<file path="src/rtl/cda_pkg.sv">
// ----------------------------------------------------------------------------
// cda_pkg: shared types, constants and calendar functions
// Operation codes, item and result structs, month table and the closed-form
// day counting used by the calendar arithmetic datapath.
// ----------------------------------------------------------------------------
package cda_pkg;

  typedef enum logic [1:0] {
    OP_NEXT_DAY     = 2'd0,
    OP_PREV_DAY     = 2'd1,
    OP_DAY_OF_YEAR  = 2'd2,
    OP_DAYS_BETWEEN = 2'd3
  } cda_op_t;

  localparam logic [13:0] YEAR_LIMIT    = 14'd9999;
  localparam logic [21:0] DAY_COUNT_MAX = 22'd4194303;

  localparam logic [3:0] MONTH_JAN = 4'd1;
  localparam logic [3:0] MONTH_FEB = 4'd2;
  localparam logic [3:0] MONTH_MAR = 4'd3;
  localparam logic [3:0] MONTH_APR = 4'd4;
  localparam logic [3:0] MONTH_MAY = 4'd5;
  localparam logic [3:0] MONTH_JUN = 4'd6;
  localparam logic [3:0] MONTH_JUL = 4'd7;
  localparam logic [3:0] MONTH_AUG = 4'd8;
  localparam logic [3:0] MONTH_SEP = 4'd9;
  localparam logic [3:0] MONTH_OCT = 4'd10;
  localparam logic [3:0] MONTH_NOV = 4'd11;
  localparam logic [3:0] MONTH_DEC = 4'd12;
  localparam logic [3:0] MONTH_TOP = 4'd15;

  typedef struct packed {
    cda_op_t     op;
    logic [4:0]  day;
    logic [3:0]  month;
    logic [13:0] year;
    logic [4:0]  other_day;
    logic [3:0]  other_month;
    logic [13:0] other_year;
  } cda_item_t;

  typedef struct packed {
    logic [4:0]  day;
    logic [3:0]  month;
    logic [13:0] year;
    logic [21:0] day_count;
    logic        out_of_range;
  } cda_result_t;

  // Days before month m in a common year; months 13 and 14 count 28 days.
  function automatic logic [8:0] before_month(logic [3:0] m);
    logic [8:0] days;
    case (m)
      4'd2:    days = 9'd31;
      4'd3:    days = 9'd59;
      4'd4:    days = 9'd90;
      4'd5:    days = 9'd120;
      4'd6:    days = 9'd151;
      4'd7:    days = 9'd181;
      4'd8:    days = 9'd212;
      4'd9:    days = 9'd243;
      4'd10:   days = 9'd273;
      4'd11:   days = 9'd304;
      4'd12:   days = 9'd334;
      4'd13:   days = 9'd365;
      4'd14:   days = 9'd393;
      4'd15:   days = 9'd421;
      default: days = 9'd0;
    endcase
    return days;
  endfunction

  function automatic logic is_leap(logic [13:0] y);
    return (y[1:0] == 2'd0);
  endfunction

  function automatic logic [8:0] day_of_year(logic [4:0] d, logic [3:0] m, logic [13:0] y);
    logic [8:0] leap_adj;
    leap_adj = (m >= MONTH_MAR && is_leap(y)) ? 9'd1 : 9'd0;
    if (m == 4'd0) begin
      return 9'd0;
    end
    return before_month(m) + {4'd0, d} + leap_adj;
  endfunction

  // Days from the start of year 0 to the start of year y.
  function automatic logic [22:0] days_before_year(logic [13:0] y);
    logic [22:0] y_ext;
    logic [14:0] y_up;
    y_ext = {9'd0, y};
    y_up  = {1'b0, y} + 15'd3;
    return (y_ext * 23'd365) + {10'd0, y_up[14:2]};
  endfunction

endpackage

</file>
<file path="src/rtl/cda_core.sv">
// ----------------------------------------------------------------------------
// cda_core: calendar arithmetic datapath
// Single-pass logic that steps a date or counts days for one transaction.
// ----------------------------------------------------------------------------
module cda_core
  import cda_pkg::*;
(
  input  cda_item_t   item,
  output cda_result_t res
);

  logic        short_month;
  logic        prev_is_31;
  logic        prev_is_30;
  logic [22:0] abs_a;
  logic [22:0] abs_b;
  logic [22:0] span;

  assign short_month = (item.month == MONTH_APR) || (item.month == MONTH_JUN) ||
                       (item.month == MONTH_SEP) || (item.month == MONTH_NOV);
  assign prev_is_31  = (item.month == MONTH_FEB) || (item.month == MONTH_APR) ||
                       (item.month == MONTH_JUN) || (item.month == MONTH_AUG) ||
                       (item.month == MONTH_SEP) || (item.month == MONTH_NOV);
  assign prev_is_30  = (item.month == MONTH_MAY) || (item.month == MONTH_JUL) ||
                       (item.month == MONTH_OCT) || (item.month == MONTH_DEC);

  assign abs_a = days_before_year(item.year) +
                 {14'd0, day_of_year(item.day, item.month, item.year)};
  assign abs_b = days_before_year(item.other_year) +
                 {14'd0, day_of_year(item.other_day, item.other_month, item.other_year)};
  assign span  = (abs_a > abs_b) ? (abs_a - abs_b) : (abs_b - abs_a);

  always_comb begin
    res.day          = item.day;
    res.month        = item.month;
    res.year         = item.year;
    res.day_count    = 22'd0;
    res.out_of_range = 1'b0;
    case (item.op)
      OP_NEXT_DAY: begin
        if (item.day == 5'd31 && item.month == MONTH_DEC) begin
          if (item.year >= YEAR_LIMIT) begin
            res.out_of_range = 1'b1;
          end else begin
            res.day   = 5'd1;
            res.month = MONTH_JAN;
            res.year  = item.year + 14'd1;
          end
        end else if (item.day == 5'd31) begin
          if (item.month == MONTH_TOP) begin
            res.out_of_range = 1'b1;
          end else begin
            res.day   = 5'd1;
            res.month = item.month + 4'd1;
          end
        end else if ((item.day == 5'd30 && short_month) ||
                     (item.day == 5'd29 && item.month == MONTH_FEB && is_leap(item.year)) ||
                     (item.day == 5'd28 && item.month == MONTH_FEB)) begin
          res.day   = 5'd1;
          res.month = item.month + 4'd1;
        end else begin
          res.day = item.day + 5'd1;
        end
      end
      OP_PREV_DAY: begin
        if (item.day == 5'd1 && item.month == MONTH_JAN) begin
          if (item.year == 14'd0) begin
            res.out_of_range = 1'b1;
          end else begin
            res.day   = 5'd31;
            res.month = MONTH_DEC;
            res.year  = item.year - 14'd1;
          end
        end else if (item.day == 5'd1 && prev_is_31) begin
          res.day   = 5'd31;
          res.month = item.month - 4'd1;
        end else if (item.day == 5'd1 && prev_is_30) begin
          res.day   = 5'd30;
          res.month = item.month - 4'd1;
        end else if (item.day == 5'd1 && item.month == MONTH_MAR) begin
          res.day   = is_leap(item.year) ? 5'd29 : 5'd28;
          res.month = MONTH_FEB;
        end else if (item.day == 5'd0) begin
          res.out_of_range = 1'b1;
        end else begin
          res.day = item.day - 5'd1;
        end
      end
      OP_DAY_OF_YEAR: begin
        res.day_count = {13'd0, day_of_year(item.day, item.month, item.year)};
      end
      OP_DAYS_BETWEEN: begin
        res.day_count = span[22] ? DAY_COUNT_MAX : span[21:0];
      end
      default: begin
        res.day_count = 22'd0;
      end
    endcase
  end

endmodule

</file>
<file path="src/rtl/calendar_date_arithmetic.sv">
// ----------------------------------------------------------------------------
// calendar_date_arithmetic: next day, previous day, day of year, days between
// Path: an accepted transaction is held in the input register, then in the
//   output register, which drives the out_ ports; out_ready can stall both.
// Throughput: one transaction per cycle while out_ready does not stall; the
//   input register feeds the single-pass datapath, whose result lands in the output register.
// Reset (rst_n low, synchronous) empties both registers; no result is shown.
// No internal state survives a transaction: every result depends only on its
//   own input fields.
// ----------------------------------------------------------------------------
module calendar_date_arithmetic
  import cda_pkg::*;
(
  input  logic        clk,
  input  logic        rst_n,

  input  logic        in_valid,
  output logic        in_ready,
  input  logic [1:0]  in_operation,
  input  logic [4:0]  in_day,
  input  logic [3:0]  in_month,
  input  logic [13:0] in_year,
  input  logic [4:0]  in_other_day,
  input  logic [3:0]  in_other_month,
  input  logic [13:0] in_other_year,

  output logic        out_valid,
  input  logic        out_ready,
  output logic [4:0]  out_result_day,
  output logic [3:0]  out_result_month,
  output logic [13:0] out_result_year,
  output logic [21:0] out_day_count,
  output logic        out_out_of_range
);

  // Input register stage
  logic        s1_valid_r;
  logic        s1_valid_nxt;
  cda_item_t   s1_item_r;

  // Output register stage
  logic        out_valid_r;
  logic        out_valid_nxt;
  cda_result_t out_res_r;

  cda_result_t core_res;
  logic        out_adv;
  logic        s1_adv;

  // Advance the output register when it is empty or its transaction is taken;
  // the input register may then hand its item over and accept a new one.
  assign out_adv  = !out_valid_r || out_ready;
  assign s1_adv   = !s1_valid_r || out_adv;
  assign in_ready = s1_adv;

  assign s1_valid_nxt  = s1_adv ? in_valid : s1_valid_r;
  assign out_valid_nxt = out_adv ? s1_valid_r : out_valid_r;

  always_ff @(posedge clk) begin
    if (!rst_n) begin
      s1_valid_r  <= 1'b0;
      out_valid_r <= 1'b0;
    end else begin
      s1_valid_r  <= s1_valid_nxt;
      out_valid_r <= out_valid_nxt;
    end
  end

  // Capture the incoming transaction; hold it while the output stage stalls.
  always_ff @(posedge clk) begin
    if (in_valid && in_ready) begin
      s1_item_r.op          <= cda_op_t'(in_operation);
      s1_item_r.day         <= in_day;
      s1_item_r.month       <= in_month;
      s1_item_r.year        <= in_year;
      s1_item_r.other_day   <= in_other_day;
      s1_item_r.other_month <= in_other_month;
      s1_item_r.other_year  <= in_other_year;
    end
  end

  cda_core u_core (
    .item (s1_item_r),
    .res  (core_res)
  );

  // Load the datapath result when the output register advances.
  always_ff @(posedge clk) begin
    if (out_adv && s1_valid_r) begin
      out_res_r <= core_res;
    end
  end

  assign out_valid        = out_valid_r;
  assign out_result_day   = out_res_r.day;
  assign out_result_month = out_res_r.month;
  assign out_result_year  = out_res_r.year;
  assign out_day_count    = out_res_r.day_count;
  assign out_out_of_range = out_res_r.out_of_range;

  // An accepted transaction always lands in the input register.
  a_accept_loads: assert property (@(posedge clk) disable iff (!rst_n)
    (in_valid && in_ready) |=> s1_valid_r)
    else $error("accepted transaction not held in input register");

  // A stalled input register keeps its transaction.
  a_s1_hold: assert property (@(posedge clk) disable iff (!rst_n)
    (s1_valid_r && !out_adv) |=> (s1_valid_r && $stable(s1_item_r)))
    else $error("input register lost a stalled transaction");

  // A full input register moves into the output register when it advances.
  a_handover: assert property (@(posedge clk) disable iff (!rst_n)
    (s1_valid_r && out_adv) |=> out_valid_r)
    else $error("transaction dropped between stages");

  // Stepping that leaves the range never reports a count.
  a_oor_count: assert property (@(posedge clk) disable iff (!rst_n)
    (out_valid_r && out_res_r.out_of_range) |-> (out_res_r.day_count == 22'd0))
    else $error("out_of_range result carries a day count");

  // Reset empties the pipeline.
  a_reset_empty: assert property (@(posedge clk)
    !rst_n |=> (!out_valid_r && !s1_valid_r))
    else $error("pipeline not empty after reset");

endmodule
</file>
<file path="config.mk">
export PLATFORM = sky130hd
export DESIGN_NAME = calendar_date_arithmetic
export DESIGN_NICKNAME = d
export VERILOG_FILES = /design/src/rtl/cda_pkg.sv /design/src/rtl/cda_core.sv /design/src/rtl/calendar_date_arithmetic.sv
export SDC_FILE = /design/constraint.sdc
export NUM_CORES = 1
export LEC_CHECK = 0
export BUFFER_PORTS_ARGS = -buffer_cell sky130_fd_sc_hd__buf_2
export CAP_MARGIN = 25
export CORE_MARGIN = 2
export CORE_UTILIZATION = 35
export DETAILED_ROUTE_END_ITERATION = 8
export PLACE_DENSITY = 0.6
export SLEW_MARGIN = 20
export SYNTH_ARGS = -nofsm -noshare
export SYNTH_HDL_FRONTEND = slang
export SYNTH_SLANG_ARGS = --single-unit
</file>
<file path="constraint.sdc">
create_clock -name clk -period 9.34 [get_ports clk]
set_clock_uncertainty 0.05 [all_clocks]
set_input_delay 0.467 -clock clk [delete_from_list [all_inputs] [get_ports clk]]
set_output_delay 0.467 -clock clk [all_outputs]
set_load 0.02 [all_outputs]
</file>
## Word level (Yosys, flattened, before mapping)

Memories as Yosys holds them, arrays and structs flattened. A register that Yosys moved wholly into a read port is not among the register bits.
Cells that the tools add are included.

| word-level totals | value |
|---|---|
| bits in registers | 96 |
| memories | 3 |
| output and inout port bits | 48 |
| input bits | 52 |
| memory bits (read-only) | 432 |
| word-level logic and storage cells | 149 |

| cells by class | value |
|---|---|
| muxes and demuxes | 48 |
| reduce and logical (&&, ||, !) cells | 37 |
| add/sub/neg operators | 20 |
| $mul | 2 |
| magnitude comparators | 4 |
| equality and inequality tests | 21 |

Memory list:

| memory | words | bits a word | read ports | clocked after Yosys merged registers in | wr ports | RTL line | RTL |
|---|---|---|---|---|---|---|---|
| (no name shown) | 16 | 9 | 1 | 1 | 0 | cda_pkg.sv:53 | `case (m)` |
| (no name shown) | 16 | 9 | 1 | 1 | 0 | cda_pkg.sv:53 |  |
| (no name shown) | 16 | 9 | 1 | 1 | 0 | cda_pkg.sv:53 |  |

Operator list:

| operator | count |
|---|---|
| 2-to-1 mux 9 bit | 15 |
| 2-to-1 mux 23 bit | 3 |
| adder 23 x 13 -> 23 bit | 2 |
| adder 23 x 9 -> 23 bit | 2 |
| multiplier 14 x 9 -> 23 bit, second input constant | 2 |
| case mux 23 bit (2 select lines) | 1 |
| subtractor 23 bit | 2 |
| case mux 22 bit (2 select lines) | 1 |
| adder 14 x 2 -> 15 bit, second input constant | 2 |
| 2-to-1 mux 14 bit | 2 |
| adder 9 x 5 -> 9 bit | 3 |
| adder 9 bit | 3 |
| == test 4 bit, second input constant | 6 |
| > comparator 23 bit | 1 |
| 2-to-1 mux 22 bit | 1 |
| == test 5 bit, second input constant | 4 |
| 2-to-1 mux 4 bit | 5 |
| == test 4 x 3 -> 1 bit, second input constant | 4 |
| 2-to-1 mux 1 bit | 16 |
| logical OR 1 bit | 15 |
| 2-to-1 mux 5 bit | 3 |
| adder 14 x 1 -> 14 bit, second input constant | 1 |
| >= comparator 14 bit, second input constant | 1 |
| zero test 14 bit | 1 |
| 17 further kinds | 36 |

## Longest topological paths before layout

Gate-level depths: netlist of run 1.

| depth | value |
|---|---|
| word-level depth | 11 |
| mapped depth | 43 |
| depth with buffers taken out | 39 |

## By module

A second synthesis of run 1 with hierarchy kept.

| second synthesis, totals | value |
|---|---|
| cells, all modules | 1637 |
| area, all modules | 15079.5 um2 |

Modules (own cells, without submodules):

| module | instances | sequential area each (um2) | cells an instance | area each (um2) |
|---|---|---|---|---|
| cda_core | 1 | 0.0 | 1534 | 12152.9 |
| calendar_date_arithmetic | 1 | 2862.7 | 103 | 2926.6 |

## Worst setup path after synthesis of run 1

OpenSTA, ideal clock, no wires.

| timing | value |
|---|---|
| path type | register to register |
| start | register s1_item_r[39] in the netlist's numbering |
| end | register out_res_r, in the netlist out_day_count[7] (data pin) |
| setup slack | 0.293 ns |
| arrival | 8.739 ns |
| clock period less this slack | 9.047 ns |
| buffers on the path | 3 |
| cell stages (with the launch flop) | 41 |
| library setup time | 0.258 ns |
| required time | 9.032 ns |
| cells stage by stage | edfxtp_1 -> clkbuf_1 -> clkbuf_1 -> o31ai_1 -> fa_1 -> fa_1 -> nor2b_1 -> o21ai_0 -> nand2b_1 -> and2_1 -> o2111ai_1 -> xor2_1 -> nor2_1 -> fa_1 -> inv_1 -> fa_1 -> fa_1 -> inv_1 -> [5 not listed] -> o31a_1 -> or2_2 -> a21o_1 -> a41oi_1 -> and2b_1 -> xor2_1 -> ha_1 -> buf_6 -> and3_1 -> and3_2 -> a31oi_1 -> nand3_1 -> and2_2 -> nand2_2 -> mux2_2 -> a2111oi_0 -> a311oi_1 -> o221a_1 |

RTL lines:

| element | RTL line | RTL |
|---|---|---|
| from (decl) | calendar_date_arithmetic.sv:39 | `cda_item_t s1_item_r;` |
| to (signal assigned) | calendar_date_arithmetic.sv:90 | `out_res_r <= core_res;` |
| to (decl) | calendar_date_arithmetic.sv:44 | `cda_result_t out_res_r;` |

==> results.sh, run 1 <==
export IMPL_fin_setup_tns_ns=0
export IMPL_dpl_hpwl_um=31400
export IMPL_synth_most_common_cell="inv_1"
export IMPL_setup_viol=0
export IMPL_synthCells=1664
export IMPL_fin_util_pct=40.4
export IMPL_tightestPinTransition_ns=0.686
export IMPL_die_area_sq_mm=0.0453
export IMPL_multiInputGateArea_sq_mm=0.0109
export IMPL_vias_per_cell=5.03
export IMPL_crit_family="adder cells"
export IMPL_post_synth_num_cell_types=85
export IMPL_dr_pass1_iters=5
export IMPL_synthFlopType="edfxtp_1"
export IMPL_cap_violations=0
export IMPL_cts_root_buffer="clkbuf_16"
export IMPL_avgSynthCellArea_sq_um=9.18
export IMPL_synthesis_area_sq_mm=0.0153
export IMPL_cp_end_kind="flip-flop"
export IMPL_clock_sinks=114
export IMPL_fp_coreArea_sq_mm=0.0431
export IMPL_die_h_um=213
export IMPL_required_ns=9.51
export IMPL_fmax_mhz=112
export IMPL_critPathLaunchType="flip-flop"
export IMPL_cts_tree="done"
export IMPL_path_clk_slew_ns=0.07
export IMPL_grt_usage_pct=17.7
export IMPL_crit_type="flip-flop to flip-flop"
export IMPL_ios=100
export IMPL_finalCriticalPeriod_ns=8.94
export IMPL_synthArstFlopShare_pct=0
export IMPL_drc=0
export IMPL_cp_common_cell="fa_1"
export IMPL_hold_start="in_year[9]"
export IMPL_holdPathStages=1
export IMPL_r2r_start="s1_item_r[1]$_DFFE_PP_"
export IMPL_worstSkewPairLatency_ns=0.47
export IMPL_synth_warnings=0
export IMPL_ctsHoldBuffers=0
export IMPL_crit_buf_inv=4
export IMPL_via_count=12000
export IMPL_synth_top_area_cell="edfxtp_1"
export IMPL_holdWs_ns=0.121
export IMPL_cp_slowest_stage_delay_ns=0.54
export IMPL_synth_nets=2070
export IMPL_syn2layout_area_growth_pct=14.0
export IMPL_routabilityCongestion=0.954
export IMPL_fp_dieW_um=213
export IMPL_cp_data_arrival_time_ns=9.11
export IMPL_layout_area_seq_sq_mm=0.00322
export IMPL_hold_end="s1_item_r[32]$_DFFE_PP_"
export IMPL_drt_iter0_drc=706
export IMPL_cts_max_level=4
export IMPL_synth_edf_count=94
export IMPL_start_util_pct=35.5
export IMPL_cts_made_buffers=17
export IMPL_r2r_end="out_day_count[18]$_DFFE_PP_"
export IMPL_status="finished clean"
export IMPL_synth_top_area_share_pct=18.5
export IMPL_worstPathMaxFanout=5
export IMPL_fin_nets=2184
export IMPL_rsz0062_at_grt="no"
export IMPL_antenna_found_initial=0
export IMPL_fillCellCount=4255
export IMPL_drt_total_wl_um=38500
export IMPL_ant_nets=0
export IMPL_synth_commonest_cells="289 x inv_1, 224 x ha_1, 130 x fa_1"
export IMPL_antenna_cells=0
export IMPL_layout_drive_gt1_share_pct=13.8
export IMPL_io_buffers=99
export IMPL_drv_slew=0
export IMPL_min_period_over_period_pct=95.7
export IMPL_hp_class="primary input to flip-flop"
export IMPL_synthTopCellsByArea="edfxtp_1 18%, ha_1 18%, fa_1 17%"
export IMPL_routedWlPerCell_um=16.2
export IMPL_cp_slowest_cell="fa_1"
export IMPL_first_global_vias=12000
export IMPL_worst_r2r_cell_count=36
export IMPL_grt_max_degree=47
export IMPL_reg2reg_slack_ns=0.40
export IMPL_grt_overflow_total=0
export IMPL_clock_path_buffers=2
export IMPL_ys_seq_area_share_pct=21.1
export IMPL_finalHoldViolations=0
export IMPL_yosys_register_bits=114
export IMPL_maxSlewHeadroom_pct=53.3
export IMPL_fp_row_count=76
export IMPL_grt_pass1_wl_um=62000
repair_timing:
item,CTS,global route
buffers inserted,0,7
pin swaps,0,14
endpoints found under the setup margin,3,22
resized for setup,5,38
layer usage:
layer	GRT usage, %	vias to the layer above	share of wire (%)
li1	-	5890	-
met1	23.3	5701	46
met2	28.9	302	46
met3	3.57	58	5.3
met4	6.44	0	2.7
met5	0	-	0
layout make-up:
cell class / count / share of cell area (%)
repair buffers: 146 / 4.90
well taps: 585 / 4.20
clock inverters: 15 / 1.02
flip-flops and latches: 114 / 18.5
multi-input cells: 1210 / 62.7
clock buffers: 17 / 2.44
inverters: 289 / 6.23
worst max path at each step:
stage,startpoint,end,slack [ns],depth (start not counted)
after floorplan,s1_item_r[39]$_DFFE_PP_,out_day_count[7]$_DFFE_PP_,0.29,40
after detailed placement,s1_item_r[23]$_DFFE_PP_,out_day_count[7]$_DFFE_PP_,-0.03,37
after global placement,s1_item_r[23]$_DFFE_PP_,out_day_count[18]$_DFFE_PP_,0.16,39
final,s1_item_r[1]$_DFFE_PP_,out_day_count[18]$_DFFE_PP_,0.40,36
after global routing,s1_item_r[15]$_DFFE_PP_,out_day_count[18]$_DFFE_PP_,0.0002,37
after CTS,s1_item_r[23]$_DFFE_PP_,out_day_count[18]$_DFFE_PP_,0.003,39
stage by stage:
step | area [sq um] | worst slack, ns | instances
3_5_place_dp | 16600 | -0.0331 | 2336
6_report | 17400 | 0.400 | 2376
4_1_cts | 17200 | 0.00276 | 2368
3_3_place_gp | 16600 | 0.158 | 2336
2_1_floorplan | 15300 | 0.293 | 1664
5_1_grt | 17400 | 0.000189 | 2376
layout by cell type, fill, tap and decap left out, types with 20 or more instances in the layout:
cell	instances
inv_1	286
ha_1	223
fa_1	127
buf_2	100
nor2_1	98
edfxtp_1	94
a21oi_1	93
nand2_1	86
o21ai_0	76
xnor2_1	57
xor2_1	50
buf_4	44
nor3_1	37
nand3_1	34
a21o_1	30
a31oi_1	23
dfxtp_1	20
logic make-up after synthesis:
| logic type | Yosys count | synth area share, % |
|---|---|---|
| AO/OA/AOI/OAI | 335 | 13.9 |
| XOR/XNOR | 108 | 6.19 |
| adder cells (fa/ha/maj) | 354 | 35.4 |
| buffers and inverters | 340 | 8.73 |
| flip-flops | 114 | 21.1 |
| multiplexers | 28 | 2.19 |
| AND/OR/NAND/NOR | 385 | 12.5 |
Power of run 1 is left out: the tool's default activity adds up to more than one toggle a clock period on the data nets, which glitch-free logic cannot reach.
==> run 2: changes to the inputs <==
--- a/config.mk
+++ b/config.mk
@@ -14,4 +14,5 @@
 export SLEW_MARGIN = 20
 export SYNTH_ARGS = -nofsm -noshare
 export SYNTH_HDL_FRONTEND = slang
+export SYNTH_HIERARCHICAL = 1
 export SYNTH_SLANG_ARGS = --single-unit
==> constraint.sdc (replaced) <==
create_clock -name clk -period 7.7 [get_ports clk]
set_clock_uncertainty 0.05 [all_clocks]
set_input_delay 0 -clock clk [delete_from_list [all_inputs] [get_ports clk]]
set_output_delay 0 -clock clk [all_outputs]
set_load 0.02 [all_outputs]
==> run 2 against run 1 <==
  * The flow now finishes with violations (setup timing)
  * Fmax increased by 1.7%
  * Non-clock buffer count increased by 371
  * Sequential share of layout area decreased by 4.6 points
  * Wire length increased by 11%
  * Count of clock-buffer cells in the layout decreased by 7
  * Critical path type unchanged
  * Critical endpoint is now out_day_count[4]$_DFFE_PP_
==> results.sh, run 2 <==
export IMPL_fp_coreArea_sq_mm=0.0428
export IMPL_largest_register="s1_item_r"
export IMPL_largest_reg_flops=48
export IMPL_dpl_hpwl_um=35000
export IMPL_cp_common_cell="a21o_1"
export IMPL_worstSkewPairLatency_ns=0.40
export IMPL_synthArstFlopShare_pct=0
export IMPL_fin_nets=2521
export IMPL_grt_pass1_wl_um=69100
export IMPL_grt_max_degree=49
export IMPL_dpl_cell_count=2562
export IMPL_finalCriticalPeriod_ns=8.79
export IMPL_cts_max_level=3
export IMPL_layout_drive_gt1_share_pct=31.3
export IMPL_violations="setup timing"
export IMPL_routedWlPerCell_um=16.0
export IMPL_synthCells=1637
export IMPL_synthTopCellsByArea="edfxtp_1 19%, ha_1 19%, fa_1 18%"
export IMPL_first_global_vias=13700
export IMPL_synth_commonest_cells="293 x inv_1, 224 x ha_1, 133 x fa_1"
export IMPL_synth_warnings=6
export IMPL_maxSlewHeadroom_pct=44.0
export IMPL_synth_most_common_cell="inv_1"
export IMPL_vias_per_cell=5.01
export IMPL_synthFlopType="edfxtp_1"
export IMPL_die_area_sq_mm=0.0448
export IMPL_fillCellCount=4054
export IMPL_finalHoldViolations=0
export IMPL_crit_type="flip-flop to flip-flop"
export IMPL_post_synth_num_cell_types=87
export IMPL_start_util_pct=35.2
export IMPL_routabilityCongestion=0.944
export IMPL_cp_end_kind="flip-flop"
export IMPL_min_period_over_period_pct=114
export IMPL_grt_overflow_total=0
export IMPL_synthesis_area_sq_mm=0.0151
export IMPL_fp_row_count=76
export IMPL_dr_pass1_iters=6
export IMPL_synth_edf_count=94
export IMPL_synth_top_area_cell="edfxtp_1"
export IMPL_antenna_cells=0
export IMPL_fin_ws_ns=-1.09
export IMPL_required_ns=7.80
export IMPL_via_count=13300
export IMPL_fmax_mhz=114
export IMPL_antenna_found_initial=0
export IMPL_synth_top_area_share_pct=18.7
export IMPL_grt_usage_pct=19.6
export IMPL_worstPathMaxFanout=6
export IMPL_multiInputGateArea_sq_mm=0.0118
export IMPL_cp_data_arrival_time_ns=8.89
export IMPL_status="finished, violations left"
export IMPL_setup_viol=22
export IMPL_drc=0
export IMPL_ant_nets=0
export IMPL_die_h_um=212
export IMPL_fp_dieW_um=212
export IMPL_ios=100
export IMPL_cp_slowest_cell="fa_1"
export IMPL_clock_sinks=96
export IMPL_ys_seq_area_share_pct=19.0
export IMPL_layout_area_seq_sq_mm=0.00286
export IMPL_rsz0062_at_grt="yes"
export IMPL_yosys_register_bits=96
export IMPL_clock_path_buffers=2
export IMPL_drt_total_wl_um=42700
export IMPL_synth_nets=2046
export IMPL_io_buffers=99
export IMPL_path_clk_slew_ns=0.08
export IMPL_cp_slowest_stage_delay_ns=0.49
export IMPL_critPathLaunchType="flip-flop"
export IMPL_hp_class="primary input to flip-flop"
export IMPL_syn2layout_area_growth_pct=36.7
export IMPL_avgSynthCellArea_sq_um=9.21
export IMPL_cap_violations=0
export IMPL_layout_common_cells="344 x buf_4, 277 x inv_1, 206 x ha_1"
export IMPL_cts_made_buffers=9
export IMPL_cts_root_buffer="clkbuf_16"
export IMPL_drt_iter0_drc=770
export IMPL_final_common_cell="buf_4"
export IMPL_cts_tree="done"
export IMPL_instances_no_fill=2663
export IMPL_drv_slew=0
export IMPL_tightestPinTransition_ns=0.839
==> run 2: cell count changes after synthesis, sizes merged, moves of 7 or more <==
cell and change:
nor3 -13, a21oi +10, xor2 -15, a21o +16
and2 -8, nand2 -17, nand3 -8, o21ai -18
dfxtp -18, clkbuf +7, xnor2 +18
==> run 2: worst paths after layout <==
check / start / endpoint / slack (ns) / cells after the start
hold reg to reg: s1_item_r[30]$_DFFE_PP_ / out_result_year[7]$_DFFE_PP_ / 0.68 / 2
setup / recovery: s1_item_r[37]$_DFFE_PP_ / out_day_count[4]$_DFFE_PP_ / -1.09 / 40
hold / removal: in_other_month[0] / s1_item_r[14]$_DFFE_PP_ / 0.26 / 2
setup reg to reg: s1_item_r[37]$_DFFE_PP_ / out_day_count[4]$_DFFE_PP_ / -1.09 / 40
==> run 2: area by class of cell <==
class / count / share of cell area (%)
Multi-Input combinational cell: 1195 / 57.2
Tap cell: 546 / 3.31
Clock buffer: 10 / 1.16
Sequential cell: 96 / 13.9
Inverter: 293 / 5.37
Timing Repair Buffer: 517 / 18.8
Clock inverter: 6 / 0.273
==> run 2: repair_timing <==
item                                    CTS  global route
pin swaps                                47            74
setup buffers                            19            16
gates cloned                              0             0
gates resized for setup                  90            90
endpoints found under the setup margin   22            22
hold buffers                             52             0
endpoints found under the hold margin    50             0
==> run 2: metal layers <==
metal | global-route usage [%] | wire, um
met2 | 32.6 | 20400
met3 | 2.91 | 1810
met4 | 6.07 | 911
met5 | 0 | 0
met1 | 26.3 | 19600
==> run 2: metrics by stage <==
| step | instance area (sq um) | hold WS, ns | setup TNS (ns) | utilization [%] | setup WS [ns] |
|---|---|---|---|---|---|
| floorplan | 15300 | 0.0489 | -11.93 | - | -0.668 |
| global placement | 18700 | 0.126 | -23.57 | 43.7 | -1.15 |
| detailed placement | 18700 | 0.128 | -27.30 | 43.7 | -1.37 |
| CTS | 20100 | 0.236 | -21.98 | 47.0 | -1.08 |
| global route | 20600 | 0.263 | -29.94 | 48.2 | -1.46 |
| finish | 20600 | 0.256 | -21.19 | 48.2 | -1.09 |
==> run 2: worst max-delay path, delay by kind of cell (launching register included) <==
| family | cells | cell delay [ns] |
|---|---|---|
| compound gates | 14 | 2.61 |
| xor+xnor | 2 | 0.28 |
| fa+ha+maj | 8 | 2.95 |
| buf+inv | 6 | 0.69 |
| flops | 1 | 0.43 |
| mux | 1 | 0.21 |
| simple gates | 9 | 1.33 |
==> run 2: kinds of logic after synthesis <==
family                     Yosys count  synth area share (%)
and+or+nand+nor                    354                  12.3
buffers and inverters              346                  8.90
xor gates and xnor gates           111                  6.45
adders and majority gates          357                  36.2
DFF                                 96                  19.0
AOI/OAI and AO/OA                  347                  15.3
muxes                               26                  1.82
Power of run 2 is left out for the same reason.
==> run 3: changes to the inputs <==
--- a/config.mk
+++ b/config.mk
@@ -5,12 +5,13 @@
 export SDC_FILE = /design/constraint.sdc
 export NUM_CORES = 1
 export LEC_CHECK = 0
+export ABC_AREA = 1
 export BUFFER_PORTS_ARGS = -buffer_cell sky130_fd_sc_hd__buf_2
 export CAP_MARGIN = 25
 export CORE_MARGIN = 2
-export CORE_UTILIZATION = 35
+export CORE_UTILIZATION = 40
 export DETAILED_ROUTE_END_ITERATION = 8
-export PLACE_DENSITY = 0.6
+export PLACE_DENSITY = 0.65
 export SLEW_MARGIN = 20
 export SYNTH_ARGS = -nofsm -noshare
 export SYNTH_HDL_FRONTEND = slang
==> run 3 against run 2 <==
  * The flow now finishes without violations
  * Highest routed layer unchanged
  * Synthesized area up 12%
  * Critical path depth up 1
  * Global-route usage increased by 4.1 points
  * Non-clock buffer count decreased by 182
  * Register-to-register slack better by 1.3 ns
  * Final cell count grew 20%
  * First-iteration DRC count rose by 2.7%
==> results.sh, run 3 <==
export IMPL_antenna_cells=0
export IMPL_worstPathMaxFanout=5
export IMPL_fin_nets=3062
export IMPL_synthAdderAreaFrac_pct=32.3
export IMPL_synth_top_area_cell="edfxtp_1"
export IMPL_layout_drive_gt1_share_pct=20.1
export IMPL_largest_register="s1_item_r"
export IMPL_setup_viol=0
export IMPL_layout_area_seq_sq_mm=0.00286
export IMPL_synthFlopType="edfxtp_1"
export IMPL_fp_row_count=75
export IMPL_drt_iter0_drc=791
export IMPL_final_common_cell="nand2_1"
export IMPL_start_util_pct=40.5
export IMPL_cap_violations=0
export IMPL_routabilityCongestion=0.980
export IMPL_io_buffers=99
export IMPL_instances_no_fill=3197
export IMPL_hp_class="primary input to flip-flop"
export IMPL_clock_sinks=96
export IMPL_ys_seq_area_share_pct=16.9
export IMPL_cp_data_arrival_time_ns=7.58
export IMPL_yosys_area_share_simple_pct=24.2
export IMPL_clock_path_buffers=2
export IMPL_dpl_hpwl_um=42700
export IMPL_layout_common_cells="568 x nand2_1, 503 x inv_1, 198 x ha_1"
export IMPL_crit_type="flip-flop to flip-flop"
export IMPL_synth_warnings=6
export IMPL_r2r_start="s1_item_r[14]$_DFFE_PP_"
export IMPL_hold_start="in_day[4]"
export IMPL_drv_slew=0
export IMPL_ios=100
export IMPL_post_synth_num_cell_types=52
export IMPL_synth_edf_count=94
export IMPL_drt_total_wl_um=52000
export IMPL_r2r_end="out_day_count[6]$_DFFE_PP_"
export IMPL_die_area_sq_mm=0.0440
export IMPL_yosys_register_bits=96
export IMPL_finalHoldViolations=0
export IMPL_synth_compound_area_share_pct=8.52
export IMPL_grt_overflow_total=0
export IMPL_synth_top_area_share_pct=16.7
export IMPL_antenna_found_initial=0
export IMPL_cp_slowest_cell="fa_1"
export IMPL_holdPathStages=2
export IMPL_cts_tree="done"
export IMPL_maxSlewHeadroom_pct=41.7
export IMPL_largest_reg_flops=48
export IMPL_min_period_over_period_pct=97.2
export IMPL_synth_nets=2750
export IMPL_worstSkewPairLatency_ns=0.39
export IMPL_tightestPinTransition_ns=0.866
export IMPL_multiInputGateArea_sq_mm=0.0129
export IMPL_worst_r2r_cell_count=41
export IMPL_rsz0062_at_grt="yes"
export IMPL_routedWlPerCell_um=16.3
export IMPL_drc=0
export IMPL_synth_xor_area_share_pct=5.22
export IMPL_synthCells=2341
export IMPL_reg2reg_slack_ns=0.22
export IMPL_ant_nets=0
export IMPL_dpl_cell_count=3090
export IMPL_cp_common_cell="inv_2"
export IMPL_synthMuxAreaShare_pct=0
export IMPL_die_h_um=210
export IMPL_fp_coreArea_sq_mm=0.0419
export IMPL_path_clk_slew_ns=0.07
export IMPL_fillCellCount=4098
export IMPL_finalCriticalPeriod_ns=7.48
export IMPL_grt_usage_pct=23.8
export IMPL_synthTopCellsByArea="edfxtp_1 17%, ha_1 17%, fa_1 16%"
export IMPL_fp_dieW_um=210
export IMPL_synth_top_family_by_area="adder cells"
export IMPL_fmax_mhz=134
export IMPL_synthArstFlopShare_pct=0
export IMPL_syn2layout_area_growth_pct=25.2
export IMPL_critPathLaunchType="flip-flop"
export IMPL_first_global_vias=16200
export IMPL_cp_slowest_stage_delay_ns=0.56
export IMPL_avgSynthCellArea_sq_um=7.24
export IMPL_grt_pass1_wl_um=82400
export IMPL_synth_most_common_cell="nand2_1"
export IMPL_required_ns=7.80
export IMPL_cts_max_level=3
export IMPL_cts_made_buffers=9
export IMPL_dr_pass1_iters=5
export IMPL_cts_root_buffer="clkbuf_16"
export IMPL_fin_util_pct=50.7
export IMPL_synthesis_area_sq_mm=0.0169
export IMPL_via_count=16000
export IMPL_vias_per_cell=5.01
export IMPL_cp_end_kind="flip-flop"
export IMPL_grt_max_degree=49
export IMPL_hold_end="s1_item_r[45]$_DFFE_PP_"
export IMPL_synth_commonest_cells="604 x nand2_1, 518 x inv_1, 224 x ha_1"
export IMPL_status="finished clean"
run 3: cell count changes in the layout (fill, tap and decap cells not counted), sizes merged, moves of 15 or more:
cell and delta:
a21o -38, and3 -15, buf -183, inv +238, mux2i -15, nand2 +549
nand2b -17, nand3 +96, nand4 +17, nor2 +53, nor2b -23, o21ai +17
xnor2 -57, xor2 +47
run 3: area by class of cell:
| class | count | share of cell area, % |
|---|---|---|
| timing repair buffer | 335 | 11.7 |
| multi-input combinational | 1676 | 60.7 |
| tap | 539 | 3.18 |
| clock inverter | 5 | 0.301 |
| clock buffer | 11 | 1.14 |
| sequential | 96 | 13.5 |
| inverter | 535 | 9.48 |
run 3: repair_timing:
item | CTS | global route
resized for setup | 28 | 205
buffers inserted | 2 | 37
endpoints found under the hold margin | 50 | 0
pin swaps | 3 | 86
setup endpoints to repair | 22 | 22
cloned | 0 | 2
hold buffers | 51 | 0
run 3: worst max path at each step:
| stage | slack (ns) | end | start | cells after the start |
|---|---|---|---|---|
| floorplan | 0.29 | out_day_count[6]$_DFFE_PP_ | s1_item_r[37]$_DFFE_PP_ | 38 |
| global placement | -0.15 | out_day_count[7]$_DFFE_PP_ | s1_item_r[15]$_DFFE_PP_ | 41 |
| detailed placement | -0.26 | out_day_count[7]$_DFFE_PP_ | s1_item_r[15]$_DFFE_PP_ | 41 |
| CTS | 0.02 | out_day_count[7]$_DFFE_PP_ | s1_item_r[38]$_DFFE_PP_ | 44 |
| global route | -0.14 | out_day_count[19]$_DFFE_PP_ | s1_item_r[14]$_DFFE_PP_ | 41 |
| finish | 0.22 | out_day_count[6]$_DFFE_PP_ | s1_item_r[14]$_DFFE_PP_ | 41 |
run 3: logic make-up (layout without fill, tap and decap cells):
group                    count (synthesis)  after routing
buffers and inverters                  569            886
adder cells (fa/ha/maj)                357            357
flip-flops                              96             96
AND/OR/NAND/NOR                        968            968
XOR/XNOR                               101            101
AO/OA/AOI/OAI                          250            250
run 3: metrics by stage:
stage | setup slack, ns | area [sq um] | hold WS [ns] | TNS (ns)
final | 0.219 | 21200 | 0.260 | 0
after global routing | -0.140 | 21200 | 0.249 | -2.66
after CTS | 0.0173 | 20000 | 0.238 | 0
after detailed placement | -0.255 | 19100 | 0.128 | -4.71
after global placement | -0.147 | 19100 | 0.126 | -2.67
after floorplan | 0.294 | 16900 | 0.0489 | 0
run 3: critical path, delay by kind of cell, from the launching register on:
| kind | cells | cell delay [ns] |
|---|---|---|
| AO/OA/AOI/OAI | 6 | 0.81 |
| XOR/XNOR | 1 | 0.17 |
| adder cells (fa/ha/maj) | 8 | 3.04 |
| buffers and inverters | 7 | 0.51 |
| flip-flops | 1 | 0.42 |
| AND/OR/NAND/NOR | 19 | 2.23 |
run 3: routing by layer:
| layer | global-route usage (%) | up-vias | share of wire (%) |
|---|---|---|---|
| met2 | 44.5 | 392 | 52 |
| met1 | 27.8 | 7596 | 41 |
| li1 | - | 7924 | - |
| met3 | 2.95 | 100 | 3.5 |
| met4 | 8.17 | 0 | 3.2 |
| met5 | 0 | - | 0 |
Power of run 3 is left out for the same reason.
